==> src/rtl/i2a_pkg.sv <==
// Shared types, codes and helper functions of the integer to ASCII formatter.
package i2a_pkg;

	// Conversion codes.
	localparam int unsigned OP_W = 3;
	localparam logic [OP_W-1:0] OP_SDEC = 3'd0;
	localparam logic [OP_W-1:0] OP_UDEC = 3'd1;
	localparam logic [OP_W-1:0] OP_HEXL = 3'd2;
	localparam logic [OP_W-1:0] OP_HEXU = 3'd3;
	localparam logic [OP_W-1:0] OP_CHAR = 3'd4;
	localparam logic [OP_W-1:0] OP_PCT  = 3'd5;

	// Field sizes.
	localparam int unsigned VALUE_W      = 32;
	localparam int unsigned FWIDTH_W     = 7;
	localparam int unsigned CHAR_W       = 8;
	localparam int unsigned MAX_WIDTH_DEF = 64;

	// Digit buffer: ten decimal digits cover any 32-bit value.
	localparam int unsigned DEC_DIGITS = 10;
	localparam int unsigned HEX_DIGITS = 8;
	localparam int unsigned BCD_W      = 4 * DEC_DIGITS;
	localparam int unsigned NDIG_W     = 4;
	localparam int unsigned CNT_W      = 5;

	// ASCII characters.
	localparam logic [CHAR_W-1:0] CH_ZERO  = 8'h30;
	localparam logic [CHAR_W-1:0] CH_SPACE = 8'h20;
	localparam logic [CHAR_W-1:0] CH_MINUS = 8'h2D;
	localparam logic [CHAR_W-1:0] CH_PCT   = 8'h25;
	localparam logic [CHAR_W-1:0] CH_LOWA  = 8'h61;
	localparam logic [CHAR_W-1:0] CH_UPA   = 8'h41;

	// Sequencer states.
	typedef enum logic [2:0] {
		ST_IDLE,
		ST_CONV,
		ST_TRIM,
		ST_PAD,
		ST_SIGN,
		ST_DIGIT
	} state_t;

	// One double-dabble correction: every BCD digit of five or more gets three added.
	function automatic logic [BCD_W-1:0] dabble_adjust(input logic [BCD_W-1:0] bcd);
		logic [BCD_W-1:0] res;
		res = bcd;
		for (int i = 0; i < DEC_DIGITS; i++) begin
			if (bcd[4*i +: 4] >= 4'd5) begin
				res[4*i +: 4] = bcd[4*i +: 4] + 4'd3;
			end
		end
		return res;
	endfunction

	// ASCII text of one digit, decimal or hex, in the requested case.
	function automatic logic [CHAR_W-1:0] digit_ascii(input logic [3:0] d, input logic upper);
		logic [CHAR_W-1:0] res;
		if (d < 4'd10) begin
			res = CH_ZERO + CHAR_W'(d);
		end else if (upper) begin
			res = CH_UPA + CHAR_W'(d - 4'd10);
		end else begin
			res = CH_LOWA + CHAR_W'(d - 4'd10);
		end
		return res;
	endfunction

endpackage

==> src/rtl/integer_to_ascii_formatter_core.sv <==
// Top level of the integer to ASCII formatter: conversion sequencer and output register.
//
// Formats one request (op, value, field_width, zero_pad) as printf-style text and sends it
// one character per result, with last set on the final character. A request is handled one
// at a time: in_stall is high from acceptance until the last character has been loaded into
// the output register. Decimal requests first run a bit-serial binary to BCD conversion; every
// request then sizes its text by dropping leading zeros (up to nine), and then sends one
// character per cycle, padding included, whenever the receiver does not stall. Fields wider
// than MAX_WIDTH are capped at MAX_WIDTH. A request with an unknown code and width zero
// produces no result.
module integer_to_ascii_formatter_core #(
	parameter int unsigned MAX_WIDTH = i2a_pkg::MAX_WIDTH_DEF
) (
	input  logic                          clk,
	input  logic                          arst_n,
	input  logic                          in_valid,
	output logic                          in_stall,
	input  logic [i2a_pkg::OP_W-1:0]      op,
	input  logic [i2a_pkg::VALUE_W-1:0]   value,
	input  logic [i2a_pkg::FWIDTH_W-1:0]  field_width,
	input  logic                          zero_pad,
	output logic                          out_valid,
	input  logic                          out_stall,
	output logic [i2a_pkg::CHAR_W-1:0]    out_char,
	output logic                          last
);
	import i2a_pkg::*;

	localparam int unsigned PAD_W = $clog2(MAX_WIDTH + 1);
	localparam logic [FWIDTH_W-1:0] WIDTH_CAP = FWIDTH_W'(MAX_WIDTH);

	state_t               state_q, state_d;
	logic [OP_W-1:0]      op_q;
	logic                 zpad_q;
	logic                 neg_q;
	logic [VALUE_W-1:0]   bin_q;
	logic [BCD_W-1:0]     bcd_q;
	logic [CNT_W-1:0]     cnt_q;
	logic [NDIG_W-1:0]    ndig_q;
	logic [PAD_W-1:0]     pad_q;
	logic [PAD_W-1:0]     width_q;
	logic                 out_valid_q;
	logic [CHAR_W-1:0]    out_char_q;
	logic                 last_q;

	logic                 accept;
	logic                 slot_free;
	logic                 trim_more;
	logic [PAD_W-1:0]     text_len;
	logic [PAD_W-1:0]     pad_calc;
	state_t               after_pad;
	logic                 emit;
	logic [CHAR_W-1:0]    emit_char;
	logic                 emit_last;
	logic [CHAR_W-1:0]    text_char;
	logic [VALUE_W-1:0]   magnitude;
	logic                 in_neg;
	logic [BCD_W-1:0]     bcd_adj;

	assign in_stall  = (state_q != ST_IDLE);
	assign accept    = in_valid && (state_q == ST_IDLE);
	assign slot_free = !out_valid_q || !out_stall;
	assign out_valid = out_valid_q;
	assign out_char  = out_char_q;
	assign last      = last_q;

	// Sign handling of a signed decimal request.
	assign in_neg    = (op == OP_SDEC) && value[VALUE_W-1];
	assign magnitude = in_neg ? (~value + VALUE_W'(1)) : value;

	// BCD digits after the add-three correction of one conversion step.
	assign bcd_adj   = dabble_adjust(bcd_q);

	// Text length, padding and the next step after padding.
	assign text_len  = PAD_W'(ndig_q) + PAD_W'(neg_q);
	assign trim_more = (ndig_q > NDIG_W'(1)) && (bcd_q[BCD_W-1 -: 4] == 4'd0);
	assign pad_calc  = (width_q > text_len) ? (width_q - text_len) : '0;
	assign after_pad = neg_q ? ST_SIGN : ((ndig_q != '0) ? ST_DIGIT : ST_IDLE);

	// Character of the text at the head of the digit buffer.
	always_comb begin
		case (op_q)
			OP_CHAR: text_char = bcd_q[BCD_W-1 -: CHAR_W];
			OP_PCT:  text_char = CH_PCT;
			default: text_char = digit_ascii(bcd_q[BCD_W-1 -: 4], op_q == OP_HEXU);
		endcase
	end

	// Next state and the character sent in this cycle.
	always_comb begin
		state_d   = state_q;
		emit      = 1'b0;
		emit_char = text_char;
		emit_last = 1'b0;
		unique case (state_q)
			ST_IDLE: begin
				if (accept) begin
					state_d = (op == OP_SDEC || op == OP_UDEC) ? ST_CONV : ST_TRIM;
				end
			end
			ST_CONV: begin
				if (cnt_q == '0) begin
					state_d = ST_TRIM;
				end
			end
			ST_TRIM: begin
				if (!trim_more) begin
					state_d = (pad_calc != '0) ? ST_PAD : after_pad;
				end
			end
			ST_PAD: begin
				emit      = slot_free;
				emit_char = zpad_q ? CH_ZERO : CH_SPACE;
				emit_last = (pad_q == PAD_W'(1)) && (text_len == '0);
				if (slot_free && pad_q == PAD_W'(1)) begin
					state_d = after_pad;
				end
			end
			ST_SIGN: begin
				emit      = slot_free;
				emit_char = CH_MINUS;
				emit_last = (ndig_q == '0);
				if (slot_free) begin
					state_d = (ndig_q != '0) ? ST_DIGIT : ST_IDLE;
				end
			end
			ST_DIGIT: begin
				emit      = slot_free;
				emit_last = (ndig_q == NDIG_W'(1));
				if (slot_free && ndig_q == NDIG_W'(1)) begin
					state_d = ST_IDLE;
				end
			end
			default: state_d = ST_IDLE;
		endcase
	end

	// State register.
	always_ff @(posedge clk or negedge arst_n) begin
		if (!arst_n) begin
			state_q <= ST_IDLE;
		end else begin
			state_q <= state_d;
		end
	end

	// Request capture, bit-serial BCD conversion, zero trimming and digit shifting.
	always_ff @(posedge clk) begin
		case (state_q)
			ST_IDLE: begin
				if (accept) begin
					op_q    <= op;
					zpad_q  <= zero_pad;
					neg_q   <= in_neg;
					bin_q   <= magnitude;
					cnt_q   <= CNT_W'(VALUE_W - 1);
					width_q <= (field_width > WIDTH_CAP) ? PAD_W'(WIDTH_CAP)
						: PAD_W'(field_width);
					case (op) inside
						OP_SDEC, OP_UDEC: begin
							bcd_q  <= '0;
							ndig_q <= NDIG_W'(DEC_DIGITS);
						end
						OP_HEXL, OP_HEXU: begin
							bcd_q  <= {value, (BCD_W - VALUE_W)'(0)};
							ndig_q <= NDIG_W'(HEX_DIGITS);
						end
						OP_CHAR: begin
							bcd_q  <= {value[CHAR_W-1:0], (BCD_W - CHAR_W)'(0)};
							ndig_q <= NDIG_W'(1);
						end
						OP_PCT: begin
							bcd_q  <= '0;
							ndig_q <= NDIG_W'(1);
						end
						default: begin
							bcd_q  <= '0;
							ndig_q <= '0;
						end
					endcase
				end
			end
			ST_CONV: begin
				bcd_q <= {bcd_adj[BCD_W-2:0], bin_q[VALUE_W-1]};
				bin_q <= {bin_q[VALUE_W-2:0], 1'b0};
				cnt_q <= cnt_q - CNT_W'(1);
			end
			ST_TRIM: begin
				if (trim_more) begin
					bcd_q  <= {bcd_q[BCD_W-5:0], 4'd0};
					ndig_q <= ndig_q - NDIG_W'(1);
				end else begin
					pad_q <= pad_calc;
				end
			end
			ST_PAD: begin
				if (emit) begin
					pad_q <= pad_q - PAD_W'(1);
				end
			end
			ST_DIGIT: begin
				if (emit) begin
					bcd_q  <= {bcd_q[BCD_W-5:0], 4'd0};
					ndig_q <= ndig_q - NDIG_W'(1);
				end
			end
			default: begin
			end
		endcase
	end

	// Output register valid flag.
	always_ff @(posedge clk or negedge arst_n) begin
		if (!arst_n) begin
			out_valid_q <= 1'b0;
		end else if (emit) begin
			out_valid_q <= 1'b1;
		end else if (!out_stall) begin
			out_valid_q <= 1'b0;
		end
	end

	// Output register payload.
	always_ff @(posedge clk) begin
		if (emit) begin
			out_char_q <= emit_char;
			last_q     <= emit_last;
		end
	end

endmodule

==> config.mk <==
export PLATFORM = sky130hd
export DESIGN_NAME = integer_to_ascii_formatter_core
export DESIGN_NICKNAME = d
export VERILOG_FILES = /design/src/rtl/i2a_pkg.sv /design/src/rtl/integer_to_ascii_formatter_core.sv
export SDC_FILE = /design/constraint.sdc
export NUM_CORES = 1
export LEC_CHECK = 0
export BUFFER_PORTS_ARGS = -buffer_cell sky130_fd_sc_hd__buf_4
export CORE_ASPECT_RATIO = 0.8
export CORE_MARGIN = 2
export CORE_UTILIZATION = 40
export CTS_BUF_LIST = sky130_fd_sc_hd__clkbuf_16
export CTS_CLUSTER_DIAMETER = 30
export DETAILED_ROUTE_END_ITERATION = 12
export GPL_TIMING_DRIVEN = 0
export PLACE_DENSITY = 0.68
export SLEW_MARGIN = 40
export SYNTH_ARGS = -nofsm -noshare
export SYNTH_HDL_FRONTEND = slang
export SYNTH_SLANG_ARGS = --single-unit
==> constraint.sdc <==
create_clock -name clk -period 5.1 [get_ports clk]
set_input_delay 1.02 -clock clk [delete_from_list [all_inputs] [get_ports clk]]
set_output_delay 1.02 -clock clk [all_outputs]
set_load 0.02 [all_outputs]
==> out/metrics.cfg, run 1 <==
[detailed_routing]
drt_pass1_iterations=5
drc=0
drt.antenna.violating_nets=0
wl_mm=18.7
num_vias=6142
first_iter_violations=576
wire_per_inst_um=16.7
vias_per_cell=5.49

[pwr]
leakage_uw=0.00327
p_clk_frac=0.210
switching_share=0.405
vdd.ir_drop.worst_uv=249
p_int_uw=3530
p_total_uw=5920
powerDensity_nw_per_um2=665
seqPwrFrac=0.344
comb_power_share=0.446
p_switching_uw=2400

[critical_path]
critPathLaunchType=flip-flop
critPathKind=reg -> reg
crit_slowest_cell=edfxtp_1
path_common_cell=ha_1
worstPathRequired_ns=5.25
cp.arrival_ns=3.44
end_kind=flip-flop
cp_num_buf_inv=1
critPathMaxStageDelay_ns=0.46
cp_cell_sequence=ha_1 > ha_1 > inv_1 > ha_1 > nor2b_1 > o31ai_1 > a211oi_1 > nor3_1 > a41o_1 > nand2b_1 > o22ai_1
crit_family=adder cells
path_max_fanout=6

[synthesis]
postSynthAreaPerCell_sq_um=9.67
synth_cell_type_count=71
synth_top_area_cell=edfxtp_1
netlist_top_cells_area=edfxtp_1 (44%), ha_1 (6.3%), xnor2_1 (4.9%)
yosysWarnings=0
syn_inst=775
synth-seq-area-share=0.450
synth_nets=861
dominantRegCellSynth=edfxtp_1
syn_area_sq_um=7500
synth-seq-cells=113
synth-async-reset-ratio=0.0354
synth_top_area_frac=0.437
synth-edff-count=109

[clocking]
cts-resized-gates=0
clock_sinks=113
cts_tree=yes
cts_max_path_buffers=2
cts_hold_buffers=0
cts_root_buffer=clkbuf_16
cts_made_buffers=17
h-tree-depth=4
insertion_delay_ns=0.42
cts_setup_buffers=0
clk_pin_slew_ns=0.06

[worst_hold_path]
hold_class=in -> async

[sta]
finalMaxSlewViolations=0
clock_skew_ns=0.0129
finalHoldViolations=0
slew_headroom=0.475
final.period_utilization=0.645
fin_crit_ns=3.29
rsz0062_at_grt=no
setup_ws_ns=1.81
max_freq_ghz=0.304
worst_pin_slew_ns=0.787
setup_viol=0
holdWs_ns=0.380

[final_layout]
nets=938
drive_above_1_share=0.145
regArea_sq_um=3370
diodes=0
syn_to_final_growth_pct=18.8
final_core_util=0.487
multiInputGateArea_sq_um=3840
fill_cells=1716
fin_area_sq_um=8900

[run]
maxCapViolCount=0

[floorplanning]
die_y_um=126
start_util=0.410
rows=44
die_w_um=157
dieArea_sq_um=19900
coreArea_sq_um=18300
design.portCount=58

[placed_design]
place_worst_setup_slack_ns=1.89
dp_hpwl_mm=13.6
dpl_cell_area_sq_um=8290
io_buffer_count=56
place.gp.congestion=0.878

[grt]
track_usage=0.193
grt_pass1_vias=5719
grt-ovfl-total=0
grt_first_pass_wirelength_mm=29.9
grt_max_degree=41
antenna_found_initial=0

[status]
status=complete, no violations

-- logic make-up after synthesis --
kind of cell,after synthesis,share of synthesized area
AOI/OAI and AO/OA,218,0.186
xor gates and xnor gates,66,0.0803
adders and majority gates,42,0.0706
buffers and inverters,77,0.0419
DFF,113,0.450
muxes,5,0.00684
and+or+nand+nor,254,0.164
-- power by group through the flow --
stage / sequential, uW / clock (uW) / combinational (uW)
after floorplan: 2020 / 0 / 1890
after global placement: 2070 / 0 / 2520
after detailed placement: 2040 / 0 / 2620
after CTS: 2040 / 1250 / 2640
after global routing: 2100 / 1300 / 2960
final: 2040 / 1240 / 2640
-- worst reg2reg max path, delay by kind of cell, from the launching register on --
kind / cells / cell delay (ns)
DFF: 1 / 0.46
buffers and inverters: 1 / 0.06
and+or+nand+nor: 3 / 0.71
adders and majority gates: 3 / 0.92
AOI/OAI and AO/OA: 4 / 0.87
-- layer usage --
metal / track usage / routed length (um)
met4: 0.0503 / 214
met1: 0.277 / 8860
met5: 0 / 0
met3: 0.0506 / 1320
met2: 0.290 / 8320
-- final timing paths --
| kind | from | end | slack, ns | cells after the start |
|---|---|---|---|---|
| max in group asynchronous | arst_n | out_valid | 4.62 | 1 |
| hold / removal | arst_n | state_q[0] | 0.38 | 1 |
| hold reg to reg | bin_q[7] | bin_q[8] | 0.52 | 2 |
| min in group clk | bin_q[7] | bin_q[8] | 0.52 | 2 |
| setup reg to reg | ndig_q[0] | pad_q[2] | 1.81 | 11 |
| setup / recovery | ndig_q[0] | pad_q[2] | 1.81 | 11 |
-- state kept, by name, indices dropped and copies added, names as in the netlist --
name / cells
width_q: 7
bin_q: 32
state_q: 3
neg_q: 1
last: 1
cnt_q: 5
ndig_q: 4
zpad_q: 1
out_valid: 1
out_char: 8
op_q: 3
pad_q: 7
bcd_q: 40
-- cells in the final DEF, fill, tap and decap left out, types with 13 or more instances in the layout --
master,n
edfxtp_1,109
nand2_1,87
a21oi_1,70
nor2_1,68
o21ai_0,58
buf_4,56
inv_1,43
xnor2_1,42
ha_1,38
clkbuf_1,25
xor2_1,22
nor3_1,18
clkbuf_16,17
nand2b_1,13
a221o_1,13
-- metrics by stage --
stage,cells,TNS (ns)
2_1_floorplan,775,0
3_3_place_gp,1084,-15.15
3_5_place_dp,1086,0
4_1_cts,1118,0
5_1_grt,1118,0
6_report,1118,0
-- area by class of cell --
type                    count  share of cell area
plain buffers              34              0.0171
clock buffers              17              0.0478
clock inverters            15              0.0208
inverters                  43              0.0181
multi-input cells         585               0.431
flip-flops and latches    113               0.379
well taps                 253              0.0356
repair buffers             58              0.0506
-- cell usage after synthesis (4+ instances only) --
| cell type | count |
|---|---|
| nor3_1 | 19 |
| nor2b_1 | 9 |
| o22ai_1 | 7 |
| nand2b_1 | 13 |
| buf_2 | 6 |
| inv_1 | 43 |
| and2_1 | 4 |
| edfxtp_1 | 109 |
| o21ai_0 | 59 |
| nand3_1 | 11 |
| dfrtp_1 | 4 |
| o31ai_1 | 9 |
| o21ai_1 | 6 |
| a22oi_1 | 12 |
| xor2_1 | 22 |
| nor2_1 | 69 |
| nor4_1 | 5 |
| clkbuf_1 | 25 |
| a21oi_1 | 71 |
| a221o_1 | 13 |
| ha_1 | 38 |
| nand2_1 | 87 |
| a32oi_1 | 7 |
| mux2i_1 | 4 |
| o221ai_1 | 4 |
| nor3b_1 | 10 |
| xnor2_1 | 42 |
Power figures use the tool's default switching activity.
==> inputs of run 2 (changes only) <==
--- a/config.mk
+++ b/config.mk
@@ -13,7 +13,7 @@
 export CTS_CLUSTER_DIAMETER = 30
 export DETAILED_ROUTE_END_ITERATION = 12
 export GPL_TIMING_DRIVEN = 0
-export PLACE_DENSITY = 0.68
+export PLACE_DENSITY = 0.7
 export SLEW_MARGIN = 40
 export SYNTH_ARGS = -nofsm -noshare
 export SYNTH_HDL_FRONTEND = slang
==> constraint.sdc (replaced) <==
create_clock -name clk -period 2.83 [get_ports clk]
set_input_delay 0.566 -clock clk [delete_from_list [all_inputs] [get_ports clk]]
set_output_delay 0.566 -clock clk [all_outputs]
set_load 0.02 [all_outputs]
==> out/metrics.cfg, run 2 (synthesis results as in run 1) <==
[sta]
max_freq_ghz=0.351  ; +15%
finalMaxSlewViolations=0  ; unchanged
worst_pin_slew_ns=0.769  ; -0.0188 ns
final.period_utilization=1.01  ; +0.362
clock_skew_ns=0.0113  ; -0.00163 ns
slew_headroom=0.488  ; +0.0125
setup_ws_ns=-0.0205  ; -1.83 ns
fin_crit_ns=2.85  ; -0.438 ns
rsz0062_at_grt=yes
setup_viol=2  ; +2
finalHoldViolations=0  ; unchanged

[clocking]
h-tree-depth=4  ; unchanged
cts_max_path_buffers=2  ; unchanged
insertion_delay_ns=0.43  ; about the same
clk_pin_slew_ns=0.06  ; about the same
cts_tree=yes
cts_made_buffers=17  ; unchanged
cts_root_buffer=clkbuf_16
clock_sinks=113  ; unchanged

[grt]
grt_first_pass_wirelength_mm=30.4  ; +1.9%
antenna_found_initial=0  ; unchanged
grt_max_degree=41  ; unchanged
grt_pass1_vias=5829  ; +1.9%
track_usage=0.196  ; +0.00343
grt-ovfl-total=0  ; unchanged

[floorplanning]
die_w_um=157  ; unchanged
coreArea_sq_um=18300  ; unchanged
design.portCount=58  ; unchanged
rows=44  ; unchanged
start_util=0.410  ; unchanged
dieArea_sq_um=19900  ; unchanged
die_y_um=126  ; unchanged

[detailed_routing]
drc=0  ; unchanged
drt_pass1_iterations=5  ; unchanged
num_vias=6279  ; +2.2%
drt.antenna.violating_nets=0  ; unchanged
first_iter_violations=554  ; -3.8%
wl_mm=19.6  ; +4.8%
wire_per_inst_um=17.4  ; +3.9%
vias_per_cell=5.57  ; +1.4%

[pwr]
powerDensity_nw_per_um2=1200  ; +80%
p_clk_frac=0.190  ; -0.020
leakage_uw=0.00334  ; +2.0%
switching_share=0.417  ; +0.0116
p_int_uw=6370  ; +81%
vdd.ir_drop.worst_uv=455  ; +82%
seqPwrFrac=0.338  ; -0.006
p_switching_uw=4550  ; +89%
comb_power_share=0.472  ; +0.026

[status]
status=complete, but fails checks
violations=setup timing

[final_layout]
final_cells=1127  ; +0.81%
mostFrequentLayoutCell=edfxtp_1
syn_to_final_growth_pct=21.8
mostFrequentLayoutCells=edfxtp_1 (109), nand2_1 (87), a21oi_1 (69)
final_core_util=0.500  ; +0.0124
nets=947  ; +0.96%
regMostFlops=bcd_q
diodes=0  ; unchanged
drive_above_1_share=0.177  ; +0.0328
largest_reg_flops=40  ; unchanged

[worst_hold_path]
min-delay-start=zero_pad
whs_path_depth=1
hold_class=in -> reg

[placed_design]
dp_cells=1086  ; unchanged
io_buffer_count=56  ; unchanged
dp_hpwl_mm=13.8  ; +1.4%
place.gp.congestion=0.888  ; +1.1%

[critical_path]
r2r-start=neg_q
startpoint=neg_q
reg2regPathDepth=12  ; +1
cp.arrival_ns=3.17  ; -0.27 ns
critPathLaunchType=flip-flop
reg2reg_slack_ns=-0.02  ; -1.83 ns
crit_end=state_q[0]
end_kind=flip-flop
path_max_fanout=3  ; -3
worstPathRequired_ns=3.15  ; -2.10 ns
critPathKind=reg -> reg
worstReg2RegEnd=state_q[0]

[run]
maxCapViolCount=0  ; unchanged

[run 2: changes by cell type in the layout (fill, tap and decap cells not counted), sizes merged]
cell | previous run | this run
buf | 66 | 74
bufinv | 3 | 1
clkinvlp | 1 | 3
clkinv | 8 | 7
dlygate4sd3 | 0 | 1
inv | 46 | 47
[run 2: how the worst min path moves through the flow]
| stage | slack [ns] | endpoint |
|---|---|---|
| floorplan | 0.27 | out_valid |
| global placement | 0.36 | out_valid |
| detailed placement | 0.36 | out_valid |
| CTS | 0.31 | zpad_q |
| global route | 0.30 | zpad_q |
| finish | 0.31 | zpad_q |
[run 2: layout make-up]
cell class	instances	area, sq um
clock inverter	15	139
tap	253	317
multi-input combinational	585	4040
timing repair buffer	67	520
clock buffer	17	425
inverter	43	164
sequential	113	3370
fill	1681	9150
buffer	34	153
[run 2: critical path, stage by stage, from the launching register on]
cell and delay (ns):
edfxtp_1 0.48, ha_4 0.22, ha_4 0.29, inv_4 0.04, ha_4 0.25, nor2b_4 0.20, o21ai_4 0.11, a211oi_4 0.29
buf_4 0.17, nor4_4 0.04, xnor2_2 0.32, a31oi_4 0.15, a21o_1 0.18
[run 2: power groups by stage]
stage          clock, uW  sequential (uW)  combinational [uW]
2_1_floorplan          0             3620                3410
3_3_place_gp           0             3700                4540
3_5_place_dp           0             3690                4730
4_1_cts             2080             3680                4970
5_1_grt             2150             3780                5700
6_report            2070             3690                5150
[run 2: routing by layer]
metal / wire length, um / share of wire / global-route usage / vias up
met5: 0 / 0 / 0 / -
met4: 216 / 0.011 / 0.0497 / 0
met3: 1240 / 0.063 / 0.0389 / 17
met2: 9010 / 0.46 / 0.307 / 218
met1: 9140 / 0.47 / 0.281 / 3035
li1: - / - / - / 3009
[run 2: through the flow]
step	area [sq um]	power [uW]	hold WS, ns	setup TNS (ns)	setup WS, ns
floorplan	7500	7020	0.270	0	0.00662
global placement	8240	8240	0.364	-5.53	-0.317
detailed placement	8290	8420	0.363	-3.22	-0.402
CTS	9040	10700	0.310	0	0.0152
global route	9130	11600	0.304	-0.414	-0.0937
finish	9130	10900	0.313	-0.0276	-0.0205
[run 2: what timing repair did]
action,CTS,global route
pin swaps,4,14
endpoints found under the hold margin,4,0
hold buffers,1,0
buffers inserted,6,3
endpoints found under the setup margin,10,9
resized for setup,21,13
gates cloned,0,0
==> inputs of run 3 (changes only) <==
--- a/config.mk
+++ b/config.mk
@@ -7,13 +7,13 @@
 export LEC_CHECK = 0
 export BUFFER_PORTS_ARGS = -buffer_cell sky130_fd_sc_hd__buf_4
 export CORE_ASPECT_RATIO = 0.8
-export CORE_MARGIN = 2
 export CORE_UTILIZATION = 40
 export CTS_BUF_LIST = sky130_fd_sc_hd__clkbuf_16
 export CTS_CLUSTER_DIAMETER = 30
 export DETAILED_ROUTE_END_ITERATION = 12
 export GPL_TIMING_DRIVEN = 0
 export PLACE_DENSITY = 0.7
+export SETUP_SLACK_MARGIN = 0.02
 export SLEW_MARGIN = 40
 export SYNTH_ARGS = -nofsm -noshare
 export SYNTH_HDL_FRONTEND = slang
==> out/metrics.cfg, run 3 (synthesis results as in run 1) <==
[clocking]
cts_root_buffer=clkbuf_16
cts_tree=yes
h-tree-depth=4  ; unchanged
cts_max_path_buffers=2  ; unchanged
clk_pin_slew_ns=0.06  ; about the same
cts_made_buffers=17  ; unchanged
insertion_delay_ns=0.43  ; about the same
clock_sinks=113  ; unchanged

[sta]
rsz0062_at_grt=yes
fin_crit_ns=2.76  ; -0.0865 ns
max_freq_ghz=0.362  ; +3.1%
setup_viol=0  ; -2
tns_ns=0  ; +0.0276 ns
setup_ws_ns=0.0660  ; +0.0865 ns
finalMaxSlewViolations=0  ; unchanged
finalHoldViolations=0  ; unchanged
clock_skew_ns=0.0131  ; +0.00184 ns
slew_headroom=0.454  ; -0.0338
final.period_utilization=0.977  ; -0.0306
worst_pin_slew_ns=0.819  ; +0.0508 ns

[final_layout]
diodes=0  ; unchanged
final_cells=1125  ; -0.18%
regMostFlops=bcd_q
syn_to_final_growth_pct=21.5
drive_above_1_share=0.172  ; -0.00533
largest_reg_flops=40  ; unchanged
mostFrequentLayoutCells=edfxtp_1 (109), nand2_1 (87), a21oi_1 (69)
mostFrequentLayoutCell=edfxtp_1
nets=945  ; -0.21%

[critical_path]
cp.arrival_ns=3.08  ; -0.09 ns
critPathLaunchType=flip-flop
worstPathRequired_ns=3.15  ; about the same
path_max_fanout=3  ; unchanged
end_kind=flip-flop
critPathKind=reg -> reg

[status]
status=complete, no violations

[placed_design]
dp_hpwl_mm=13.6  ; -1.9%
dp_cells=1086  ; unchanged
place.gp.congestion=0.880  ; -0.93%
place_worst_setup_slack_ns=-0.292  ; +0.110 ns
io_buffer_count=56  ; unchanged

[floorplanning]
die_y_um=124  ; -1.6%
dieArea_sq_um=19300  ; -2.8%
die_w_um=155  ; -1.3%
rows=44  ; unchanged
design.portCount=58  ; unchanged
start_util=0.411  ; +0.00124
coreArea_sq_um=18200  ; -0.30%

[pwr]
leakage_uw=0.00334  ; +0.12%
vdd.ir_drop.worst_uv=443  ; -2.7%
p_switching_uw=4510  ; -0.72%
comb_power_share=0.456  ; -0.016
powerDensity_nw_per_um2=1210  ; +1.2%
p_clk_frac=0.210  ; +0.020
seqPwrFrac=0.335  ; -0.003
p_int_uw=6510  ; +2.2%
switching_share=0.409  ; -0.00710

[detailed_routing]
vias_per_cell=5.53  ; -0.75%
wl_mm=19.2  ; -2.1%
drc=0  ; unchanged
drt.antenna.violating_nets=0  ; unchanged
num_vias=6221  ; -0.92%
drt_pass1_iterations=5  ; unchanged
wire_per_inst_um=17.1  ; -1.9%
first_iter_violations=493  ; -11%

[grt]
grt_first_pass_wirelength_mm=30.8  ; +1.2%
grt_max_degree=41  ; unchanged
antenna_found_initial=0  ; unchanged
grt-ovfl-total=0  ; unchanged
track_usage=0.205  ; +0.00908
grt_pass1_vias=5863  ; +0.58%

[run]
maxCapViolCount=0  ; unchanged

[worst_hold_path]
hold_class=in -> reg

==> run 3: cell count changes in the layout (fill, tap and decap cells not counted), sizes merged <==
| cell | before | now |
|---|---|---|
| bufinv | 1 | 3 |
| clkinv | 7 | 2 |
| buf | 74 | 72 |
| inv | 47 | 50 |
==> run 3: path summary, 6_finish.rpt <==
path                            slack, ns  startpoint  cells after the start     endpoint
worst min-delay path                 0.31    zero_pad                      1       zpad_q
worst max-delay path                 0.07       neg_q                     11   state_q[0]
min in group asynchronous            0.47      arst_n                      2   state_q[2]
worst min register to register       0.52      zpad_q                      2  out_char[4]
worst max register to register       0.07       neg_q                     11   state_q[0]
max in group asynchronous            2.26      arst_n                      2   state_q[0]
==> run 3: per-layer routing <==
layer / global-route usage / wire (um) / up-vias
li1: - / - / 3008
met2: 0.310 / 8690 / 212
met5: 0 / 0 / -
met4: 0.0681 / 319 / 0
met1: 0.287 / 8850 / 2976
met3: 0.0505 / 1350 / 25
==> run 3: layout make-up <==
type,instances,area [sq um]
sequential,113,3370
tap,253,317
clock inverter,15,196
buffer,34,153
clock buffer,17,425
inverter,43,161
multi-input combinational,585,3980
fill,1641,9110
timing repair buffer,65,505
==> run 3: per-stage QoR <==
step           utilization  total power (uW)  cell area [sq um]  hold WS (ns)
2_1_floorplan            -              7030               7500         0.270
3_3_place_gp         0.452              8250               8240         0.364
3_5_place_dp         0.455              8420               8300         0.365
4_1_cts              0.496             10900               9050         0.309
5_1_grt              0.500             11800               9110         0.301
6_report             0.500             11000               9110         0.315
==> run 3: worst max-delay path: stages (launching register included) <==
cell,delay (ns)
edfxtp_1,0.47
ha_4,0.22
ha_4,0.27
buf_4,0.11
fa_1,0.16
inv_1,0.08
maj3_2,0.30
maj3_2,0.33
xnor2_2,0.19
and3_1,0.22
a31oi_2,0.13
a21o_1,0.18
==> run 3: timing repair <==
item / 4_1_cts / 5_1_grt
setup endpoints to repair: 10 / 19
pin swaps: 5 / 10
resized for setup: 16 / 6
hold buffers: 1 / 0
hold endpoints to repair: 4 / 0
gates cloned: 0 / 0
buffers inserted: 4 / 2
==> run 3: power groups by stage <==
stage | registers (uW) | clock network [uW] | logic (uW)
after detailed placement | 3690 | 0 | 4730
after CTS | 3680 | 2310 | 4910
after global routing | 3780 | 2400 | 5590
final | 3690 | 2310 | 5020
after floorplan | 3620 | 0 | 3410
after global placement | 3700 | 0 | 4550
